<file path="src/sopg_pkg.sv">
package sopg_pkg;

   // internal signed coordinate width: covers anchor/cursor range and spans up to 32767
   localparam int CW = 18;
   localparam int PIX_W = 13;
   localparam int SIZE_W = 14;
   localparam int POS_W = 15;
   localparam int CSR_IDX_W = 3;
   localparam int CSR_DATA_W = 15;
   localparam int COLOR_W = 32;

   localparam int MAX_WIDTH_DEF = 8192;
   localparam int MAX_HEIGHT_DEF = 8192;

   localparam logic [COLOR_W-1:0] COLOR_DIM   = 32'haa00_0000;
   localparam logic [COLOR_W-1:0] COLOR_WHITE = 32'hffff_ffff;
   localparam logic [COLOR_W-1:0] COLOR_CLEAR = 32'h0000_0000;

   localparam int ARM_REACH = 10;

   typedef logic signed [CW-1:0] coord_type;

   typedef enum logic [CSR_IDX_W-1:0] {
      CSR_SURFACE_W  = 3'd0,
      CSR_SURFACE_H  = 3'd1,
      CSR_ANCHOR_COL = 3'd2,
      CSR_ANCHOR_ROW = 3'd3,
      CSR_CURSOR_COL = 3'd4,
      CSR_CURSOR_ROW = 3'd5,
      CSR_DRAG       = 3'd6
   } csr_index_type;

   // per-axis geometry derived from the configuration
   typedef struct packed {
      coord_type lim;       // effective surface size
      coord_type org;       // clamped rectangle origin
      coord_type fin;       // origin plus clamped length (exclusive end)
      logic      nonempty;  // clamped length above zero
      coord_type lo0;       // outer ring, low edge
      coord_type hi0;       // outer ring, high edge
      coord_type lo1;       // inner ring, low edge
      coord_type hi1;       // inner ring, high edge
      coord_type cc;        // clamped cursor
      coord_type cc_lo;     // crosshair arm start
      coord_type cc_hi;     // crosshair arm end
   } axis_geo_type;

   // pixel lies on one border ring
   function automatic logic ring_hit(input coord_type c, input coord_type r,
                                     input coord_type lo_c, input coord_type hi_c,
                                     input coord_type lo_r, input coord_type hi_r);
      logic row_side;
      logic col_side;
      row_side = (r == lo_r || r == hi_r) && c >= lo_c && c <= hi_c;
      col_side = (c == lo_c || c == hi_c) && r >= lo_r && r <= hi_r;
      return row_side || col_side;
   endfunction

endpackage

</file>
<file path="src/sopg_axis.sv">
// Geometry of one axis: effective size, clamped span, border rings and
// crosshair limits. Free-running four-stage pipeline on the configuration.
module sopg_axis
   import sopg_pkg::*;
#(
   parameter int MAX_SIZE = MAX_WIDTH_DEF
) (
   input  logic                     clock,
   input  logic [SIZE_W-1:0]        size,
   input  logic signed [POS_W-1:0]  anchor,
   input  logic signed [POS_W-1:0]  cursor,
   output axis_geo_type             geo
);

   localparam coord_type ONE = coord_type'(1);
   localparam coord_type TWO = coord_type'(2);
   localparam coord_type ZERO = coord_type'(0);
   localparam coord_type MAXV = coord_type'(MAX_SIZE);
   localparam coord_type REACH = coord_type'(ARM_REACH);

   coord_type size_ext;
   coord_type anchor_ext;
   coord_type cursor_ext;

   // stage 1: effective size, normalized span
   coord_type lim1_in, lim1_ff;
   coord_type org1_in, org1_ff;
   coord_type len1_in, len1_ff;
   coord_type cur1_ff;
   // stage 2: clamped origin and cursor
   coord_type lim2_ff;
   coord_type org2_in, org2_ff;
   coord_type len2_ff;
   coord_type cc2_in, cc2_ff;
   // stage 3: clamped length
   coord_type lim3_ff;
   coord_type org3_ff;
   coord_type len3_in, len3_ff;
   coord_type cc3_ff;
   // stage 4: rings and arms
   axis_geo_type geo_in, geo_ff;

   assign size_ext   = $signed(CW'(size));
   assign anchor_ext = CW'(anchor);
   assign cursor_ext = CW'(cursor);

   always_comb begin
      if (size_ext < ONE) begin
         lim1_in = ONE;
      end else if (size_ext > MAXV) begin
         lim1_in = MAXV;
      end else begin
         lim1_in = size_ext;
      end
      if (cursor_ext < anchor_ext) begin
         org1_in = cursor_ext;
         len1_in = anchor_ext - cursor_ext;
      end else begin
         org1_in = anchor_ext;
         len1_in = cursor_ext - anchor_ext;
      end
   end

   always_comb begin
      if (org1_ff < ZERO) begin
         org2_in = ZERO;
      end else if (org1_ff > lim1_ff) begin
         org2_in = lim1_ff;
      end else begin
         org2_in = org1_ff;
      end
      if (cur1_ff < ZERO) begin
         cc2_in = ZERO;
      end else if (cur1_ff > lim1_ff - ONE) begin
         cc2_in = lim1_ff - ONE;
      end else begin
         cc2_in = cur1_ff;
      end
   end

   // length is never negative here, only the upper clamp matters
   always_comb begin
      if (len2_ff > lim2_ff - org2_ff) begin
         len3_in = lim2_ff - org2_ff;
      end else begin
         len3_in = len2_ff;
      end
   end

   // origin >= 0 and end <= size, so each ring edge needs one clamp only
   always_comb begin
      coord_type fin;
      coord_type last;
      fin  = org3_ff + len3_ff;
      last = lim3_ff - ONE;
      geo_in.lim      = lim3_ff;
      geo_in.org      = org3_ff;
      geo_in.fin      = fin;
      geo_in.nonempty = len3_ff > ZERO;
      geo_in.lo0      = (org3_ff > last) ? last : org3_ff;
      geo_in.lo1      = (org3_ff + ONE > last) ? last : org3_ff + ONE;
      geo_in.hi0      = (fin - ONE < ZERO) ? ZERO : fin - ONE;
      geo_in.hi1      = (fin - TWO < ZERO) ? ZERO : fin - TWO;
      geo_in.cc       = cc3_ff;
      geo_in.cc_lo    = cc3_ff - REACH;
      geo_in.cc_hi    = cc3_ff + REACH;
   end

   always_ff @(posedge clock) begin
      lim1_ff <= lim1_in;
      org1_ff <= org1_in;
      len1_ff <= len1_in;
      cur1_ff <= cursor_ext;
      lim2_ff <= lim1_ff;
      org2_ff <= org2_in;
      len2_ff <= len1_ff;
      cc2_ff  <= cc2_in;
      lim3_ff <= lim2_ff;
      org3_ff <= org2_ff;
      len3_ff <= len3_in;
      cc3_ff  <= cc2_ff;
      geo_ff  <= geo_in;
   end

   assign geo = geo_ff;

endmodule

</file>
<file path="src/selection_overlay_pixel_generator.sv">
// Selection overlay pixel generator: one ARGB8888 color per pixel request.
// A request (start high while busy is low) is taken every clock cycle; busy
// stays low. Each request yields exactly one result, strobed by rsp_valid
// for one cycle, in request order. The receiver cannot stall, so results
// are never held. Each request's coordinates wait out the four-stage
// geometry pipeline per axis, then pass a compare stage and a color stage.
// Configuration may be written only while no request is in flight; a
// request may follow a write in the very next cycle.
module selection_overlay_pixel_generator
   import sopg_pkg::*;
#(
   parameter int MAX_WIDTH  = MAX_WIDTH_DEF,
   parameter int MAX_HEIGHT = MAX_HEIGHT_DEF
) (
   input  logic                   clock,
   input  logic                   reset,
   input  logic                   start,
   output logic                   busy,
   input  logic [PIX_W-1:0]       req_pixel_col,
   input  logic [PIX_W-1:0]       req_pixel_row,
   output logic                   rsp_valid,
   output logic [COLOR_W-1:0]     rsp_argb_color,
   input  logic                   csr_we,
   input  logic [CSR_IDX_W-1:0]   csr_index,
   input  logic [CSR_DATA_W-1:0]  csr_wdata
);

   localparam int PIX_STAGES = 4;
   localparam int VLD_STAGES = 6;

   // configuration registers
   logic [SIZE_W-1:0]       surface_w_ff, surface_w_in;
   logic [SIZE_W-1:0]       surface_h_ff, surface_h_in;
   logic signed [POS_W-1:0] anchor_col_ff, anchor_col_in;
   logic signed [POS_W-1:0] anchor_row_ff, anchor_row_in;
   logic signed [POS_W-1:0] cursor_col_ff, cursor_col_in;
   logic signed [POS_W-1:0] cursor_row_ff, cursor_row_in;
   logic                    drag_ff, drag_in;

   axis_geo_type geo_col;
   axis_geo_type geo_row;

   logic [VLD_STAGES-1:0] vld_ff, vld_in;
   logic [PIX_W-1:0]      col_ff [PIX_STAGES];
   logic [PIX_W-1:0]      row_ff [PIX_STAGES];

   logic outside_ff, outside_in;
   logic white_ff, white_in;
   logic clear_ff, clear_in;
   logic [COLOR_W-1:0] color_ff, color_in;

   assign busy = 1'b0;

   // register writes
   always_comb begin
      surface_w_in  = surface_w_ff;
      surface_h_in  = surface_h_ff;
      anchor_col_in = anchor_col_ff;
      anchor_row_in = anchor_row_ff;
      cursor_col_in = cursor_col_ff;
      cursor_row_in = cursor_row_ff;
      drag_in       = drag_ff;
      if (csr_we) begin
         case (csr_index_type'(csr_index))
            CSR_SURFACE_W:  surface_w_in  = csr_wdata[SIZE_W-1:0];
            CSR_SURFACE_H:  surface_h_in  = csr_wdata[SIZE_W-1:0];
            CSR_ANCHOR_COL: anchor_col_in = $signed(csr_wdata[POS_W-1:0]);
            CSR_ANCHOR_ROW: anchor_row_in = $signed(csr_wdata[POS_W-1:0]);
            CSR_CURSOR_COL: cursor_col_in = $signed(csr_wdata[POS_W-1:0]);
            CSR_CURSOR_ROW: cursor_row_in = $signed(csr_wdata[POS_W-1:0]);
            CSR_DRAG:       drag_in       = csr_wdata[0];
            default:        ;
         endcase
      end
   end

   always_ff @(posedge clock) begin
      if (reset) begin
         surface_w_ff  <= SIZE_W'(1920);
         surface_h_ff  <= SIZE_W'(1080);
         anchor_col_ff <= '0;
         anchor_row_ff <= '0;
         cursor_col_ff <= '0;
         cursor_row_ff <= '0;
         drag_ff       <= 1'b0;
      end else begin
         surface_w_ff  <= surface_w_in;
         surface_h_ff  <= surface_h_in;
         anchor_col_ff <= anchor_col_in;
         anchor_row_ff <= anchor_row_in;
         cursor_col_ff <= cursor_col_in;
         cursor_row_ff <= cursor_row_in;
         drag_ff       <= drag_in;
      end
   end

   // geometry per axis, aligned with the pixel pipeline
   sopg_axis #(.MAX_SIZE(MAX_WIDTH)) u_axis_col (
      .clock  (clock),
      .size   (surface_w_ff),
      .anchor (anchor_col_ff),
      .cursor (cursor_col_ff),
      .geo    (geo_col)
   );

   sopg_axis #(.MAX_SIZE(MAX_HEIGHT)) u_axis_row (
      .clock  (clock),
      .size   (surface_h_ff),
      .anchor (anchor_row_ff),
      .cursor (cursor_row_ff),
      .geo    (geo_row)
   );

   // valid bits
   assign vld_in = {vld_ff[VLD_STAGES-2:0], start & ~busy};

   always_ff @(posedge clock) begin
      if (reset) begin
         vld_ff <= '0;
      end else begin
         vld_ff <= vld_in;
      end
   end

   // pixel coordinates wait for the geometry
   always_ff @(posedge clock) begin
      col_ff[0] <= req_pixel_col;
      row_ff[0] <= req_pixel_row;
      for (int i = 1; i < PIX_STAGES; i++) begin
         col_ff[i] <= col_ff[i-1];
         row_ff[i] <= row_ff[i-1];
      end
   end

   // compare stage
   always_comb begin
      coord_type c;
      coord_type r;
      logic in_rect;
      logic border;
      logic on_cross;
      c = $signed(CW'(col_ff[PIX_STAGES-1]));
      r = $signed(CW'(row_ff[PIX_STAGES-1]));
      outside_in = (c >= geo_col.lim) || (r >= geo_row.lim);
      in_rect = (c >= geo_col.org) && (c < geo_col.fin) &&
                (r >= geo_row.org) && (r < geo_row.fin);
      border = geo_col.nonempty && geo_row.nonempty &&
               (ring_hit(c, r, geo_col.lo0, geo_col.hi0, geo_row.lo0, geo_row.hi0) ||
                ring_hit(c, r, geo_col.lo1, geo_col.hi1, geo_row.lo1, geo_row.hi1));
      on_cross = ((r == geo_row.cc) && (c >= geo_col.cc_lo) && (c <= geo_col.cc_hi)) ||
                 ((c == geo_col.cc) && (r >= geo_row.cc_lo) && (r <= geo_row.cc_hi));
      white_in = on_cross || (drag_ff && border);
      clear_in = drag_ff && in_rect;
   end

   always_ff @(posedge clock) begin
      outside_ff <= outside_in;
      white_ff   <= white_in;
      clear_ff   <= clear_in;
   end

   // color stage
   always_comb begin
      if (outside_ff) begin
         color_in = COLOR_DIM;
      end else if (white_ff) begin
         color_in = COLOR_WHITE;
      end else if (clear_ff) begin
         color_in = COLOR_CLEAR;
      end else begin
         color_in = COLOR_DIM;
      end
   end

   always_ff @(posedge clock) begin
      color_ff <= color_in;
   end

   assign rsp_valid      = vld_ff[VLD_STAGES-1];
   assign rsp_argb_color = color_ff;

endmodule
</file>
<file path="config.mk">
export PLATFORM = sky130hd
export DESIGN_NAME = selection_overlay_pixel_generator
export DESIGN_NICKNAME = d
export VERILOG_FILES = /design/src/sopg_pkg.sv /design/src/sopg_axis.sv /design/src/selection_overlay_pixel_generator.sv
export SDC_FILE = /design/constraint.sdc
export NUM_CORES = 2
export LEC_CHECK = 0
export BUFFER_PORTS_ARGS = -buffer_cell sky130_fd_sc_hd__buf_2
export CORE_ASPECT_RATIO = 2
export CORE_MARGIN = 5
export CORE_UTILIZATION = 45
export DETAILED_ROUTE_END_ITERATION = 10
export PLACE_DENSITY = 0.59
export SYNTH_ARGS = -nofsm -noshare
export SYNTH_HDL_FRONTEND = slang
export SYNTH_HIERARCHICAL = 1
export SYNTH_SLANG_ARGS = --single-unit
</file>
<file path="constraint.sdc">
create_clock -name clock -period 4 [get_ports clock]
set_clock_uncertainty 0.15 [all_clocks]
set_input_delay 0.2 -clock clock [delete_from_list [all_inputs] [get_ports clock]]
set_output_delay 0.2 -clock clock [all_outputs]
set_load 0.02 [all_outputs]
</file>
After elaboration in Yosys (flattened, before gate mapping)
Memories as Yosys holds them, arrays and structs flattened.
Index checks and enable logic that the tools add are counted.

word-level totals
  output and inout port bits = 34
  input port bits = 48
  memory bits (writable) = 104
  memories kept = 2
  word-level logic and storage cells = 203
  bits in registers = 918

memories
  name    words  bits a word  read ports  clocked after Yosys merged registers in  wr ports  RTL line                                 text
  col_ff  4      13           4           0                                        4         selection_overlay_pixel_generator.sv:44  logic [PIX_W-1:0] col_ff [PIX_STAGES];
  row_ff  4      13           4           0                                        4         selection_overlay_pixel_generator.sv:45  logic [PIX_W-1:0] row_ff [PIX_STAGES];

cells by class
  order comparisons = 44
  equal/unequal tests = 16
  reductions and logical operators = 40
  mux-type cells = 18
  add/subtract/negate cells = 22

operator list
  cell                                                                              count
  18-bit two-way mux                                                                14
  14-bit by 18-bit equality test with 1-bit output                                  10
  14-bit by 18-bit greater-or-equal comparator with 1-bit output                    10
  18-bit greater-than comparator                                                    8
  14-bit by 18-bit <= comparator with 1-bit output                                  6
  18-bit by 1-bit less-than comparator with 1-bit output, second input constant     6
  18-bit by 2-bit subtractor with 18-bit output, second input constant              6
  15-bit by 15-bit subtractor with 16-bit output                                    4
  18-bit adder                                                                      2
  18-bit by 2-bit adder with 18-bit output, second input constant                   2
  18-bit by 5-bit adder with 18-bit output, second input constant                   2
  15-bit by 18-bit greater-than comparator with 1-bit output                        2
  18-bit by 1-bit greater-than comparator with 1-bit output, second input constant  2
  14-bit by 18-bit less-than comparator with 1-bit output                           2
  18-bit subtractor                                                                 2
  18-bit by 3-bit subtractor with 18-bit output, second input constant              2
  18-bit by 5-bit subtractor with 18-bit output, second input constant              2
  32-bit two-way mux                                                                1
  31-bit two-way mux                                                                1
  15-bit by 1-bit less-than comparator with 1-bit output, second input constant     2
  15-bit less-than comparator                                                       2
  14-bit greater-than comparator, second input constant                             2
  14-bit by 1-bit less-than comparator with 1-bit output, second input constant     2
  14-bit two-way mux                                                                2
  8 further kinds                                                                   46

Logic depth before layout (Yosys ltp)
An unclocked memory read counts as a cell.

  depth in word-level cells = 10
  mapped depth = 21

Cells and area by module
Netlist, hierarchy kept.

modules (own cells, without submodules)
  module                             area each (um2)  cells an instance  instances
  sopg_axis (u_axis_col)             15822.7          1613               1
  sopg_axis (u_axis_row)             15711.3          1603               1
  selection_overlay_pixel_generator  12213.0          1449               1

Worst setup path after synthesis
Ideal clock, no wire load.

  path type = register -> register
  from = register u_axis_row.org2_ff[1]
  to = register u_axis_row.len3_ff[17]
  stages on the path, launching flop included = 18
  clock period less this slack = 3.987 ns
  setup slack = 0.013 ns
  arrival = 3.764 ns
  required time = 3.776 ns
  path through = dfxtp_1 > inv_1 > ha_1 > nor2b_1 > o21a_1 > o21ai_0 > a21oi_1 > or4_1 > a41o_1 > o22ai_1 > xnor2_1 > ha_1 > nand4_1 > nor2_1 > a21oi_1 > a211oi_1 > clkbuf_1 > mux2i_1

between the ends
  cells in the longest elaborated chain, start to end = 3

ends and longest elaborated chain
  what                            RTL line                          text
  start: declaration              sopg_axis.sv:32                   coord_type org2_in, org2_ff;
  start signal: assignment        sopg_axis.sv:115                  org2_ff <= org2_in;
  18-bit subtractor *             sopg_axis.sv:83, sopg_axis.sv:84
  18-bit greater-than comparator  sopg_axis.sv:83                   if (len2_ff > lim2_ff - org2_ff) begin
  18-bit two-way mux *            sopg_axis.sv:83
  net u_axis_row.len3_in[17]      sopg_axis.sv:38                   coord_type len3_in, len3_ff;
  end signal: assignment          sopg_axis.sv:120                  len3_ff <= len3_in;
  end: declaration                sopg_axis.sv:38

Mark *: on every way through the listed nets, which the timed path passes. The rest lies on a longest branch.
A chain may end at the register's enable or synchronous reset.

Final worst setup path
  from = register u_axis_col.org2_ff[1]
  to = register u_axis_col.len3_ff[14]

between the ends
  cells in the longest elaborated chain, start to end = 3

ends and longest elaborated chain
  what                            RTL line
  start: declaration              sopg_axis.sv:32
  start signal: assignment        sopg_axis.sv:115
  18-bit subtractor *             sopg_axis.sv:83, sopg_axis.sv:84
  18-bit greater-than comparator  sopg_axis.sv:83
  18-bit two-way mux *            sopg_axis.sv:83
  net u_axis_col.len3_in[14]      sopg_axis.sv:38
  end signal: assignment          sopg_axis.sv:120
  end: declaration                sopg_axis.sv:38

Marks and branches as above.

==> impl_metrics.toml <==
[cells_and_area]
layout.nets = 5606
fillers = 8908
multiInputGateArea_um2 = 23100
drive_above_1_share_pct = 12.4
area_growth_pct = 16.8
fin_area_um2 = 51100
seq_area_um2 = 18500

[clock_tree]
cts_sinks = 922
htreeDepth = 3
clockBufferDepth = 3
cts-root-buf = "clkbuf_16"
tritoncts = "built"
cts_buffers = 82
clock_latency_ps = 690
clk_pin_slew_worst_paths_ps = 70

[place]
routabilityCongestion = 0.994
dpl_worst_slack_ps = -381
placed_cell_area_um2 = 46800
dp_hpwl_um = 108000
port_buffers = 80

[floorplan]
die_w_um = 230
die_h_um = 451
ioPinCount = 82
core.rowCount = 161
start_util_pct = 45.3
dieArea_um2 = 104000
core_area_um2 = 96500

[pwr]
cellPowerDensity_nw_per_um2 = 573
total_power_mw = 29.3
p_leak_nw = 22.9
ir_worst_vdd_v = 0.000396

[outcome]
outcome = "complete, no violations"

[grt]
grt_pass1_wl_um = 199000
gr-total-overflow = 0
antenna_found_initial = 1
grtUsageTotal_pct = 25.1
grt_pass1_vias = 34280
grt_start_max_net_pins = 50

[routing]
dr.pass1.iters = 5
wl_um = 133000
drc_errors = 0
ant_nets = 0
vias_per_cell = 5.37
wire_per_inst_um = 21.2
vias = 33826
drt_iter0_drc = 1524

[worst_setup_path]
end_kind = "flop"
crit_type = "flop to flop"
worst_setup_path_start_kind = "flop"
cp.arrival_ps = 4370
path_max_fanout = 5
required_ps = 4460

[logic_synthesis]
synth_top_cell_by_area = "dfxtp_1"
syn_area_per_cell_um2 = 9.38
synth_top_area_share_pct = 42.2
ys_types = 107
yosys_warnings = 6
synth.most_common_cell = "dfxtp_1"
yosys-top-cells-area = "dfxtp_1, ha_1, inv_1"
synth_common_cells = "dfxtp_1, ha_1, inv_1, nand2_1, a21oi_1"
async_flop_share_pct = 0
ys_ff_latch = 922
mappedNetlistArea_um2 = 43700
synthCells = 4665
yosysSeqAreaShare_pct = 42.2
synth_ff_type = "dfxtp_1"
synth-edff-count = 0

[timing]
worst_slew_pin_slew_ps = 1050
grt_setup_unrepaired = "yes"
min_period_ps = 3910
worst_slack_ps = 91.1
max_freq_mhz = 256
timing.slew.headroom_pct = 29.5
finalMaxSlewViolations = 0
final_hold_viol_count = 0
post-route-period-util_pct = 97.7
finalSetupViolCount = 0

[hold_path]
hold_path.class = "flop to flop"

[flow_run]
drv_cap = 0
-- metrics by stage --
step	util (%)	std cells	setup TNS, ps	hold slack (ps)
6_report	53.0	6299	0	172
3_3_place_gp	48.5	6053	-5680	152
5_1_grt	53.0	6299	-703	177
2_1_floorplan	-	4677	0	77.7
3_5_place_dp	48.5	6053	-6230	154
4_1_cts	52.5	6286	0	148
-- final timing paths --
path | to | slack, ps | cells after the start | startpoint
setup / recovery | u_axis_col/len3_ff[14]$_DFF_P_ | 90 | 18 | u_axis_col/org2_ff[1]$_SDFF_PP0_
setup reg to reg | u_axis_col/len3_ff[14]$_DFF_P_ | 90 | 18 | u_axis_col/org2_ff[1]$_SDFF_PP0_
hold / removal | row_ff[2][1]$_DFF_P_ | 170 | 0 | row_ff[1][1]$_DFF_P_
hold reg to reg | row_ff[2][1]$_DFF_P_ | 170 | 0 | row_ff[1][1]$_DFF_P_
-- power breakdown --
group,internal [mW],switching [mW]
Sequential,10.7,0.868
Combinational,4.06,5.21
Clock,4.74,3.77
Total,19.5,9.85
-- state kept, by name, summed over array words and instances (netlist names), 16 cells and up --
name / flops
u_axis_col/cc2_ff: 18
row_ff: 52
col_ff: 52
u_axis_col/len2_ff: 16
u_axis_row/cc3_ff: 18
u_axis_row/cc2_ff: 18
u_axis_col/len3_ff: 18
u_axis_row/len3_ff: 18
u_axis_row/len1_ff: 16
u_axis_col/len1_ff: 16
u_axis_col/cc3_ff: 18
u_axis_col/geo: 171
u_axis_row/geo: 171
u_axis_row/len2_ff: 16
-- routing by layer --
layer  GRT usage (%)  share of wire [%]  up-vias
li1                -                  -    16772
met1            22.8                 33    15945
met2            49.0                 54      714
met3            3.29                2.9      395
met4            19.4                9.4        0
met5               0                  0        -
-- critical path, stage by stage (launching register included) --
cell       delay [ps]
dfxtp_2           350
inv_1              50
ha_1              260
nor2b_1           130
o21ai_1           140
a21boi_0          130
o31ai_1           410
buf_4             200
nand2_1            70
xnor2_1           380
ha_1              210
nand4_1           160
o21ai_0           320
a21oi_2           120
a211oi_4          250
buf_6             180
clkbuf_16         150
nor2_1             40
a31oi_1           130
-- cells by family (layout without fill, tap and decap cells) --
family                     count (synthesis)  in the layout  share of synthesized area (%)
DFF                                      922            922                           42.2
AOI/OAI and AO/OA                        949            949                           13.9
and+or+nand+nor                         1224           1224                           14.2
xor gates and xnor gates                 278            278                           5.65
muxes                                     91             91                           2.08
adders and majority gates                550            550                           15.9
other                                      3             16                         0.0257
buffers and inverters                    648           1047                           6.11
-- layout by cell type, fill, tap and decap left out, types with 45 or more instances in the layout --
cell type / count
nand4_1: 74
clkbuf_16: 84
dlygate4sd3_1: 78
buf_4: 234
a31oi_1: 51
xnor2_1: 165
o21ai_0: 145
buf_2: 81
mux2i_1: 89
nor2_1: 234
nor3_1: 75
nor2b_1: 72
ha_1: 537
a21oi_1: 332
inv_1: 480
a21o_1: 135
nand3_1: 77
nand2b_1: 45
nor4_1: 55
dfxtp_1: 917
nand2_1: 377
xor2_1: 100
-- layout make-up --
cell class / instances / share of cell area, %
clock buffer: 95 / 4.29
sequential: 922 / 36.1
multi-input combinational: 3107 / 45.2
inverter: 482 / 3.54
clock inverter: 57 / 1.44
antenna: 1 / 0.00490
tap: 1222 / 2.99
timing repair buffer: 413 / 6.46
-- what timing repair did --
action,in CTS,in global routing
hold buffers,78,0
cloned,1,4
setup buffers,2,10
gates resized for setup,21,74
endpoints found under the setup margin,22,76
pin swaps,3,31
endpoints found under the hold margin,121,0
(Power assumes the default switching activity.)
